--- src/rtl/mrrp_pkg.sv ---
// Shared types, constants and the CRC-16/Modbus byte update for the
// response parser. No dependencies.
`timescale 1ns / 1ps
`default_nettype none

package mrrp_pkg;

    localparam int STORE_REGS = 64;
    localparam int ADDR_W     = $clog2(STORE_REGS);
    localparam int CNT_W      = 7;
    localparam int IDX_W      = 9;
    localparam int BYTE_W     = 8;
    localparam int REG_W      = 16;

    localparam logic [CNT_W-1:0]  LIMIT_RESET = 7'd64;
    localparam logic [IDX_W-1:0]  IDX_MAX     = 9'd511;
    localparam logic [REG_W-1:0]  CRC_INIT    = 16'hFFFF;
    localparam logic [REG_W-1:0]  CRC_POLY    = 16'hA001;

    typedef enum logic [2:0] {
        ST_OK        = 3'd0,
        ST_SHORT     = 3'd1,
        ST_ODD_COUNT = 3'd2,
        ST_TOO_MANY  = 3'd3,
        ST_TRUNCATED = 3'd4,
        ST_CRC_BAD   = 3'd5
    } t_status;

    typedef enum logic [1:0] {
        BK_IDLE,
        BK_FETCH,
        BK_SEND
    } t_back_state;

    // Judgement of one frame, passed from front to back
    typedef struct packed {
        t_status          status;
        logic [CNT_W-1:0] count;
        logic             bank;
    } t_verdict;

    // Register store write port
    typedef struct packed {
        logic              en;
        logic              bank;
        logic [ADDR_W-1:0] addr;
        logic [REG_W-1:0]  data;
    } t_wr_port;

    function automatic logic [REG_W-1:0] crc_byte(input logic [REG_W-1:0] crc,
                                                   input logic [BYTE_W-1:0] b);
        logic [REG_W-1:0] c;
        c = crc ^ {8'h00, b};
        for (int k = 0; k < 8; k++) begin
            c = c[0] ? ((c >> 1) ^ CRC_POLY) : (c >> 1);
        end
        return c;
    endfunction

endpackage

`default_nettype wire

--- src/rtl/mrrp_front.sv ---
// Front end: takes frame bytes, keeps the running CRC, writes register
// values into the store and judges the frame on its final byte. Uses mrrp_pkg.
`timescale 1ns / 1ps
`default_nettype none

module mrrp_front
    import mrrp_pkg::*;
(
    input  wire logic               i_clk,
    input  wire logic               i_rst_n,
    input  wire logic               i_accept,
    input  wire logic [BYTE_W-1:0]  i_data_byte,
    input  wire logic               i_frame_end,
    input  wire logic [CNT_W-1:0]   i_register_limit,
    output t_wr_port                o_wr,
    output logic                    o_push,
    output t_verdict                o_verdict
);

    logic [IDX_W-1:0]  r_idx,  n_idx;
    logic [7:0]        r_decl, n_decl;
    logic [REG_W-1:0]  r_crc,  n_crc;
    logic [REG_W-1:0]  r_rcrc, n_rcrc;
    logic [7:0]        r_hold, n_hold;
    logic              r_bank, n_bank;

    logic [REG_W-1:0]  crc_next;
    logic [9:0]        data_end;
    logic [IDX_W-1:0]  off;
    logic [CNT_W-1:0]  nregs;
    logic [CNT_W-1:0]  lim;
    t_status           status;

    always_comb begin
        n_idx    = r_idx;
        n_decl   = r_decl;
        n_crc    = r_crc;
        n_rcrc   = r_rcrc;
        n_hold   = r_hold;
        n_bank   = r_bank;
        crc_next = crc_byte(r_crc, i_data_byte);
        data_end = {2'b00, r_decl} + 10'd3;
        off      = r_idx - 9'd3;
        o_wr     = '0;
        o_wr.bank = r_bank;
        o_wr.addr = off[ADDR_W:1];
        o_wr.data = {r_hold, i_data_byte};
        o_push   = 1'b0;
        nregs    = '0;
        lim      = '0;
        status   = ST_OK;
        o_verdict = '0;

        if (i_accept) begin
            if (r_idx < 9'd3) begin
                if (r_idx == 9'd2) begin
                    n_decl = i_data_byte;
                end
                n_crc = crc_next;
            end else if ({1'b0, r_idx} < data_end) begin
                n_crc = crc_next;
                if (!off[0]) begin
                    n_hold = i_data_byte;
                end else if (off[8:1] < 8'(STORE_REGS)) begin
                    o_wr.en = 1'b1;
                end
            end else if ({1'b0, r_idx} == data_end) begin
                n_rcrc[7:0] = i_data_byte;
            end else if ({1'b0, r_idx} == data_end + 10'd1) begin
                n_rcrc[15:8] = i_data_byte;
            end
            // length saturates
            if (r_idx != IDX_MAX) begin
                n_idx = r_idx + 9'd1;
            end

            if (i_frame_end) begin
                nregs = n_decl[7:1];
                lim   = (i_register_limit > CNT_W'(STORE_REGS)) ? CNT_W'(STORE_REGS)
                                                               : i_register_limit;
                if (n_idx < 9'd5) begin
                    status = ST_SHORT;
                end else if (n_decl[0]) begin
                    status = ST_ODD_COUNT;
                end else if (nregs > lim) begin
                    status = ST_TOO_MANY;
                end else if ({1'b0, n_idx} < ({2'b00, n_decl} + 10'd5)) begin
                    status = ST_TRUNCATED;
                end else if (n_crc != n_rcrc) begin
                    status = ST_CRC_BAD;
                end
                o_push           = 1'b1;
                o_verdict.status = status;
                o_verdict.count  = (status == ST_OK) ? nregs : '0;
                o_verdict.bank   = r_bank;
                // hand the filled bank to the back end, start the next frame
                n_bank = ~r_bank;
                n_idx  = '0;
                n_decl = '0;
                n_crc  = CRC_INIT;
                n_rcrc = '0;
                n_hold = '0;
            end
        end
    end

    always_ff @(posedge i_clk) begin
        if (!i_rst_n) begin
            r_idx  <= '0;
            r_decl <= '0;
            r_crc  <= CRC_INIT;
            r_rcrc <= '0;
            r_hold <= '0;
            r_bank <= 1'b0;
        end else begin
            r_idx  <= n_idx;
            r_decl <= n_decl;
            r_crc  <= n_crc;
            r_rcrc <= n_rcrc;
            r_hold <= n_hold;
            r_bank <= n_bank;
        end
    end

endmodule

`default_nettype wire

--- src/rtl/mrrp_fifo.sv ---
// Two-entry queue of frame verdicts between front and back end.
// Uses mrrp_pkg.
`timescale 1ns / 1ps
`default_nettype none

module mrrp_fifo
    import mrrp_pkg::*;
(
    input  wire logic     i_clk,
    input  wire logic     i_rst_n,
    input  wire logic     i_push,
    input  wire t_verdict i_data,
    input  wire logic     i_pop,
    output t_verdict      o_head,
    output logic          o_valid,
    output logic          o_full
);

    t_verdict    r_mem [2];
    logic        r_wr_ptr, r_rd_ptr;
    logic [1:0]  r_count;

    assign o_head  = r_mem[r_rd_ptr];
    assign o_valid = (r_count != 2'd0);
    assign o_full  = (r_count == 2'd2);

    always_ff @(posedge i_clk) begin
        if (i_push) begin
            r_mem[r_wr_ptr] <= i_data;
        end
    end

    always_ff @(posedge i_clk) begin
        if (!i_rst_n) begin
            r_wr_ptr <= 1'b0;
            r_rd_ptr <= 1'b0;
            r_count  <= 2'd0;
        end else begin
            if (i_push) begin
                r_wr_ptr <= ~r_wr_ptr;
            end
            if (i_pop) begin
                r_rd_ptr <= ~r_rd_ptr;
            end
            r_count <= r_count + {1'b0, i_push} - {1'b0, i_pop};
        end
    end

endmodule

`default_nettype wire

--- src/rtl/mrrp_back.sv ---
// Back end: double-banked register store and the result sequencer that
// reads a judged frame out through the output register. Uses mrrp_pkg.
`timescale 1ns / 1ps
`default_nettype none

module mrrp_back
    import mrrp_pkg::*;
(
    input  wire logic               i_clk,
    input  wire logic               i_rst_n,
    input  wire t_wr_port           i_wr,
    input  wire t_verdict           i_head,
    input  wire logic               i_head_valid,
    output logic                    o_pop,
    output logic                    o_valid,
    input  wire logic               i_ready,
    output logic [REG_W-1:0]        o_reg_value,
    output logic [2:0]              o_status,
    output logic [CNT_W-1:0]        o_reg_count,
    output logic                    o_last
);

    logic [REG_W-1:0]   r_mem [2*STORE_REGS];
    logic [REG_W-1:0]   r_rd_data;
    logic [ADDR_W:0]    rd_addr;

    t_back_state        r_state, n_state;
    logic [ADDR_W-1:0]  r_idx, n_idx;
    logic [REG_W-1:0]   r_value, n_value;
    logic [2:0]         r_stat, n_stat;
    logic [CNT_W-1:0]   r_cnt, n_cnt;
    logic               r_last, n_last;

    always_ff @(posedge i_clk) begin
        if (i_wr.en) begin
            r_mem[{i_wr.bank, i_wr.addr}] <= i_wr.data;
        end
        r_rd_data <= r_mem[rd_addr];
    end

    always_comb begin
        n_state = r_state;
        n_idx   = r_idx;
        n_value = r_value;
        n_stat  = r_stat;
        n_cnt   = r_cnt;
        n_last  = r_last;
        rd_addr = {i_head.bank, r_idx};
        o_pop   = 1'b0;
        o_valid = 1'b0;

        unique case (r_state)
            BK_IDLE: begin
                if (i_head_valid) begin
                    if (i_head.count == '0) begin
                        // error or empty frame: a single status item
                        n_value = '0;
                        n_stat  = i_head.status;
                        n_cnt   = '0;
                        n_last  = 1'b1;
                        n_state = BK_SEND;
                    end else begin
                        n_idx   = '0;
                        rd_addr = {i_head.bank, {ADDR_W{1'b0}}};
                        n_state = BK_FETCH;
                    end
                end
            end
            BK_FETCH: begin
                n_value = r_rd_data;
                n_stat  = ST_OK;
                n_cnt   = i_head.count;
                n_last  = ({1'b0, r_idx} + 7'd1) == i_head.count;
                n_state = BK_SEND;
            end
            BK_SEND: begin
                o_valid = 1'b1;
                if (i_ready) begin
                    if (r_last) begin
                        // frame done: release its verdict and bank
                        o_pop   = 1'b1;
                        n_state = BK_IDLE;
                    end else begin
                        n_idx   = r_idx + 1'b1;
                        rd_addr = {i_head.bank, n_idx};
                        n_state = BK_FETCH;
                    end
                end
            end
            default: begin
                n_state = BK_IDLE;
            end
        endcase
    end

    always_ff @(posedge i_clk) begin
        if (!i_rst_n) begin
            r_state <= BK_IDLE;
            r_idx   <= '0;
        end else begin
            r_state <= n_state;
            r_idx   <= n_idx;
        end
        r_value <= n_value;
        r_stat  <= n_stat;
        r_cnt   <= n_cnt;
        r_last  <= n_last;
    end

    assign o_reg_value = r_value;
    assign o_status    = r_stat;
    assign o_reg_count = r_cnt;
    assign o_last      = r_last;

endmodule

`default_nettype wire

--- src/rtl/modbus_read_response_parser.sv ---
// Modbus RTU read-holding-registers response parser, top level.
// Depends on mrrp_pkg, mrrp_front, mrrp_fifo and mrrp_back.
//
// Bytes of a function 03 response enter one per cycle on the slave stream,
// tlast on the final byte of the frame. The CRC-16/Modbus is updated per
// byte and the frame is judged on its final byte; input stalls only while
// two judged frames still wait for output, since the register store has
// two banks and the verdict queue two entries. A successful frame gives one
// result per register; each goes through a store read, an output register
// load and the transfer, and the next store read starts with the transfer.
// An error or empty frame gives one status item. The register limit is
// written on the config channel, always ready.
`timescale 1ns / 1ps
`default_nettype none

module modbus_read_response_parser
    import mrrp_pkg::*;
(
    input  wire logic         i_clk,
    input  wire logic         i_rst_n,
    input  wire logic         i_s_axis_tvalid,
    output logic              o_s_axis_tready,
    input  wire logic [7:0]   i_s_axis_tdata,   // [7:0] data_byte
    input  wire logic         i_s_axis_tlast,   // frame_end
    output logic              o_m_axis_tvalid,
    input  wire logic         i_m_axis_tready,
    output logic [31:0]       o_m_axis_tdata,   // [15:0] reg_value, [18:16] status,
                                                // [25:19] reg_count, [31:26] zero
    output logic              o_m_axis_tlast,   // last
    input  wire logic         i_cfg_valid,
    output logic              o_cfg_ready,
    input  wire logic [6:0]   i_cfg_data        // register_limit
);

    logic [CNT_W-1:0]  r_register_limit;
    logic              in_accept;
    t_wr_port          wr;
    logic              push;
    t_verdict          verdict;
    t_verdict          head;
    logic              head_valid;
    logic              fifo_full;
    logic              pop;
    logic [REG_W-1:0]  reg_value;
    logic [2:0]        status;
    logic [CNT_W-1:0]  reg_count;

    assign o_cfg_ready     = 1'b1;
    assign o_s_axis_tready = ~fifo_full;
    assign in_accept       = i_s_axis_tvalid & o_s_axis_tready;

    always_ff @(posedge i_clk) begin
        if (!i_rst_n) begin
            r_register_limit <= LIMIT_RESET;
        end else if (i_cfg_valid && o_cfg_ready) begin
            r_register_limit <= i_cfg_data;
        end
    end

    mrrp_front u_front (
        .i_clk            (i_clk),
        .i_rst_n          (i_rst_n),
        .i_accept         (in_accept),
        .i_data_byte      (i_s_axis_tdata),
        .i_frame_end      (i_s_axis_tlast),
        .i_register_limit (r_register_limit),
        .o_wr             (wr),
        .o_push           (push),
        .o_verdict        (verdict)
    );

    mrrp_fifo u_fifo (
        .i_clk   (i_clk),
        .i_rst_n (i_rst_n),
        .i_push  (push),
        .i_data  (verdict),
        .i_pop   (pop),
        .o_head  (head),
        .o_valid (head_valid),
        .o_full  (fifo_full)
    );

    mrrp_back u_back (
        .i_clk        (i_clk),
        .i_rst_n      (i_rst_n),
        .i_wr         (wr),
        .i_head       (head),
        .i_head_valid (head_valid),
        .o_pop        (pop),
        .o_valid      (o_m_axis_tvalid),
        .i_ready      (i_m_axis_tready),
        .o_reg_value  (reg_value),
        .o_status     (status),
        .o_reg_count  (reg_count),
        .o_last       (o_m_axis_tlast)
    );

    assign o_m_axis_tdata = {6'b000000, reg_count, status, reg_value};

`ifndef SYNTHESIS
    // the queue never takes a verdict while full
    a_no_overflow: assert property (@(posedge i_clk) disable iff (!i_rst_n)
        !(push && fifo_full))
        else $error("verdict queue overflow");

    // an error result is a lone item with no count
    a_error_item: assert property (@(posedge i_clk) disable iff (!i_rst_n)
        (o_m_axis_tvalid && (status != ST_OK)) |-> (o_m_axis_tlast && (reg_count == '0)))
        else $error("error result malformed");

    // after a non-final register transfer the store is read again
    a_fetch_gap: assert property (@(posedge i_clk) disable iff (!i_rst_n)
        (o_m_axis_tvalid && i_m_axis_tready && !o_m_axis_tlast) |=> !o_m_axis_tvalid)
        else $error("register result without store read");
`endif

endmodule

`default_nettype wire
--- config.mk ---
export PLATFORM = sky130hd
export DESIGN_NAME = modbus_read_response_parser
export DESIGN_NICKNAME = d
export VERILOG_FILES = /design/src/rtl/mrrp_pkg.sv /design/src/rtl/mrrp_front.sv /design/src/rtl/mrrp_fifo.sv /design/src/rtl/mrrp_back.sv /design/src/rtl/modbus_read_response_parser.sv
export SDC_FILE = /design/constraint.sdc
export NUM_CORES = 2
export LEC_CHECK = 0
export ABC_CLOCK_PERIOD_IN_PS = 5900
export BUFFER_PORTS_ARGS = -buffer_cell sky130_fd_sc_hd__buf_2
export CAP_MARGIN = 20
export CORE_UTILIZATION = 25
export CTS_CLUSTER_SIZE = 40
export DETAILED_ROUTE_END_ITERATION = 16
export PLACE_DENSITY = 0.38
export SLEW_MARGIN = 15
export SYNTH_ARGS = -nofsm -noshare
export SYNTH_HDL_FRONTEND = slang
export SYNTH_SLANG_ARGS = --single-unit
--- constraint.sdc ---
create_clock -name i_clk -period 5.9 [get_ports i_clk]
set_input_delay 1.18 -clock i_clk [delete_from_list [all_inputs] [get_ports i_clk]]
set_output_delay 1.18 -clock i_clk [all_outputs]
set_load 0.01 [all_outputs]
==> results.toml <==
[status]
status = "finished clean"

[routing]
dr.pass1.iters = 6
vias = 59817
drtIter0Drc = 5631
finalWirelength_um = 347000
viasPerCell = 4.95
drc = 0
wire_per_inst_um = 28.7
ant_nets = 0

[sta]
fin_crit_ps = 5620
finalMaxSlewViolations = 0
fin_crit_sh_pct = 95.3
skew_ps = 89.4
clock.fmax_ghz = 0.178
setup_viol = 0
tightest_slew_ps = 1130
final.setup.tns_ps = 0
final_hold_viol_count = 0
rsz0062_at_grt = "no"
slew_headroom_pct = 24.0

[critical_path]
worst-path-buf-inv = 3
timing.rr.start = "u_back.r_state[0]"
reg2reg_depth = 13
end_kind = "register"
critPathArrivalTime_ps = 6430
slowest_delay_ps = 810
crit_start = "u_back.r_state[0]"
critical-path-top-delay-family = "compound AO/OA/AOI/OAI gates"
reg2reg_slack_ps = 280
critPathKind = "reg2reg"
start_kind = "register"
crit_fanout = 53
worst_r2r_endpoint = "u_back.r_rd_data[5]"
cp_slowest_cell = "a31oi_1"
cp_cell_sequence = "nand4bb_1, buf_4, o311ai_0, o21a_4, and2_4, buf_12, mux2i_1, a211oi_1, a31oi_1, a22oi_1, a31oi_1, nand3_1, buf_4"
cp.required_ps = 6710

[placed_design]
dpl.hpwl_um = 215000
numPortBuffers = 49
routabilityCongestion = 0.818
dp.cells = 11594
placed_area_mm2 = 0.0993

[final_layout]
nets = 7120
final_cells = 12080
drive_gt1_share_pct = 14.7
final_core_util_pct = 29.9
final_common_cell = "edfxtp_1"
syn2layout_area_growth_pct = 19.2
stdcell_area_mm2 = 0.107
most-common-layout-cells = "edfxtp_1 (2097), nand2_1 (1397), nand3_1 (603), buf_4 (470), clkbuf_16 (248)"

[logic_synthesis]
avgSynthCellArea_um2 = 13.3
yosys_warnings = 0
synth_area_leaders = "edfxtp_1 (70%), nand2_1 (5.9%), nand3_1 (3.4%)"
postSynthCellCount = 6748
yosysTopAreaCellShare_pct = 69.9
mappedNetlistArea_mm2 = 0.0901
synth_cell_type_count = 82
ys_seq_area_share_pct = 72.0
synth_edf_count = 2097
synth-seq-cells = 2191
yosys.area.top_type = "edfxtp_1"
synth-main-ff-cell = "edfxtp_1"
async_flop_share_pct = 0

[clock_tree]
cts_inserted_buffers = 244
cts_hold_buffers = 0
cts_buffer_depth = 4
clk_latency_ps = 950
post_cts_buffers = 0
clk_pin_slew_ps = 70
htreeDepth = 4
tritoncts = "yes"
clock-sinks = 2191
cts-root-buf = "clkbuf_16"
post_cts_resized = 0

[floorplanning]
start_util_pct = 25.1
core_mm2 = 0.359
rows = 220
die-area_mm2 = 0.363
io_pins = 57
fp.dieH_um = 602
die_w_um = 602

[min_path]
min_from = "i_cfg_data[6]"
hold_path_end = "r_register_limit[6]"
whs_path_depth = 3
hold_path_class = "in2reg"

[power_and_ir_drop]
peakVddDrop_uv = 230
leakage_nw = 38.5
power_mw = 33.6
power_density_mw_per_mm2 = 313

[global_routing]
antenna_found_initial = 26
grt_pass1_vias = 57909
grt_pass1_wl_um = 481000
grt-ovfl-total = 0
track_usage_pct = 18.6
grt_max_degree = 103

[job]
timing.max_cap.violations = 0
==> registers in the layout, indices dropped and copies added, names as in the netlist, named ones only <==
name and count:
r_register_limit 7, u_back.o_last 1, u_back.o_reg_count 7, u_back.o_reg_value 16, u_back.o_status 3, u_back.r_idx 6
u_back.r_mem 2048, u_back.r_rd_data 16, u_back.r_state 2, u_fifo.r_count 2, u_fifo.r_mem 22, u_fifo.r_rd_ptr 1
u_fifo.r_wr_ptr 1, u_front.r_bank 1, u_front.r_crc 16, u_front.r_decl 8, u_front.r_hold 8, u_front.r_idx 9
u_front.r_rcrc 16
==> power by group <==
part,total (mW),internal (mW),switching (mW),leakage (nW)
combinational,1.07,0.314,0.761,12.3
clock,15.5,8.96,6.54,3.90
sequential,17.0,16.9,0.0522,22.3
==> routing by layer <==
layer	routed length (um)	track usage, %
met1	156000	25.7
met4	8980	4.86
met5	0	0
met2	165000	30.7
met3	16900	2.25
==> worst max path at each step <==
stage | endpoint | depth (start not counted) | slack, ps
after floorplan | u_back.r_mem[64][0] | 17 | 1270
after global placement | u_back.r_rd_data[8] | 13 | -680
after detailed placement | u_back.r_rd_data[5] | 14 | -430
after CTS | u_back.r_rd_data[5] | 13 | 140
after global routing | u_fifo.r_mem[1][3] | 17 | 120
final | u_back.r_rd_data[5] | 13 | 280
==> stage by stage <==
stage	hold slack (ps)	worst slack, ps
2_1_floorplan	472	1270
3_3_place_gp	488	-675
3_5_place_dp	494	-430
4_1_cts	395	145
5_1_grt	437	121
6_report	472	277
==> cell type report <==
type,instances,area (um2)
antenna,38,95.1
tap,4773,5970
multi-input combinational,4023,23300
timing repair buffer,581,5060
clock inverter,144,1500
clock buffer,303,6470
fill,36221,252000
inverter,27,101
sequential,2191,64900
==> cells in the mapped netlist, drive strengths merged (17+ instances only) <==
library cell,n
a311oi,101
o211ai,37
ha,31
xnor2,59
a22oi,50
nor2b,59
a221oi,38
nor3,41
nor2,192
a2111oi,174
xor2,29
mux2i,172
clkbuf,271
inv,27
o21ai,47
edfxtp,2097
a211oi,140
nand3,604
nand4,18
a32oi,17
and3,246
a31oi,155
and2,37
nor4,33
o22ai,58
dfxtp,94
buf,241
nand2,1409
a21oi,108
==> worst register-to-register path, cell delays in order (launching register included) <==
cell,delay [ps]
dfxtp_1,500
nand4bb_1,700
buf_4,390
o311ai_0,120
o21a_4,450
and2_4,550
buf_12,330
mux2i_1,330
a211oi_1,90
a31oi_1,550
a22oi_1,300
a31oi_1,810
nand3_1,170
buf_4,170
==> cell families after synthesis <==
logic type | synth area share, %
mux | 2.29
compound gates | 8.28
buf+inv | 2.60
flops | 72.0
fa+ha+maj | 0.431
simple gates | 13.5
xor+xnor | 0.907
other cells | 0.00834
No activity file was read; power rests on OpenSTA's default activity.
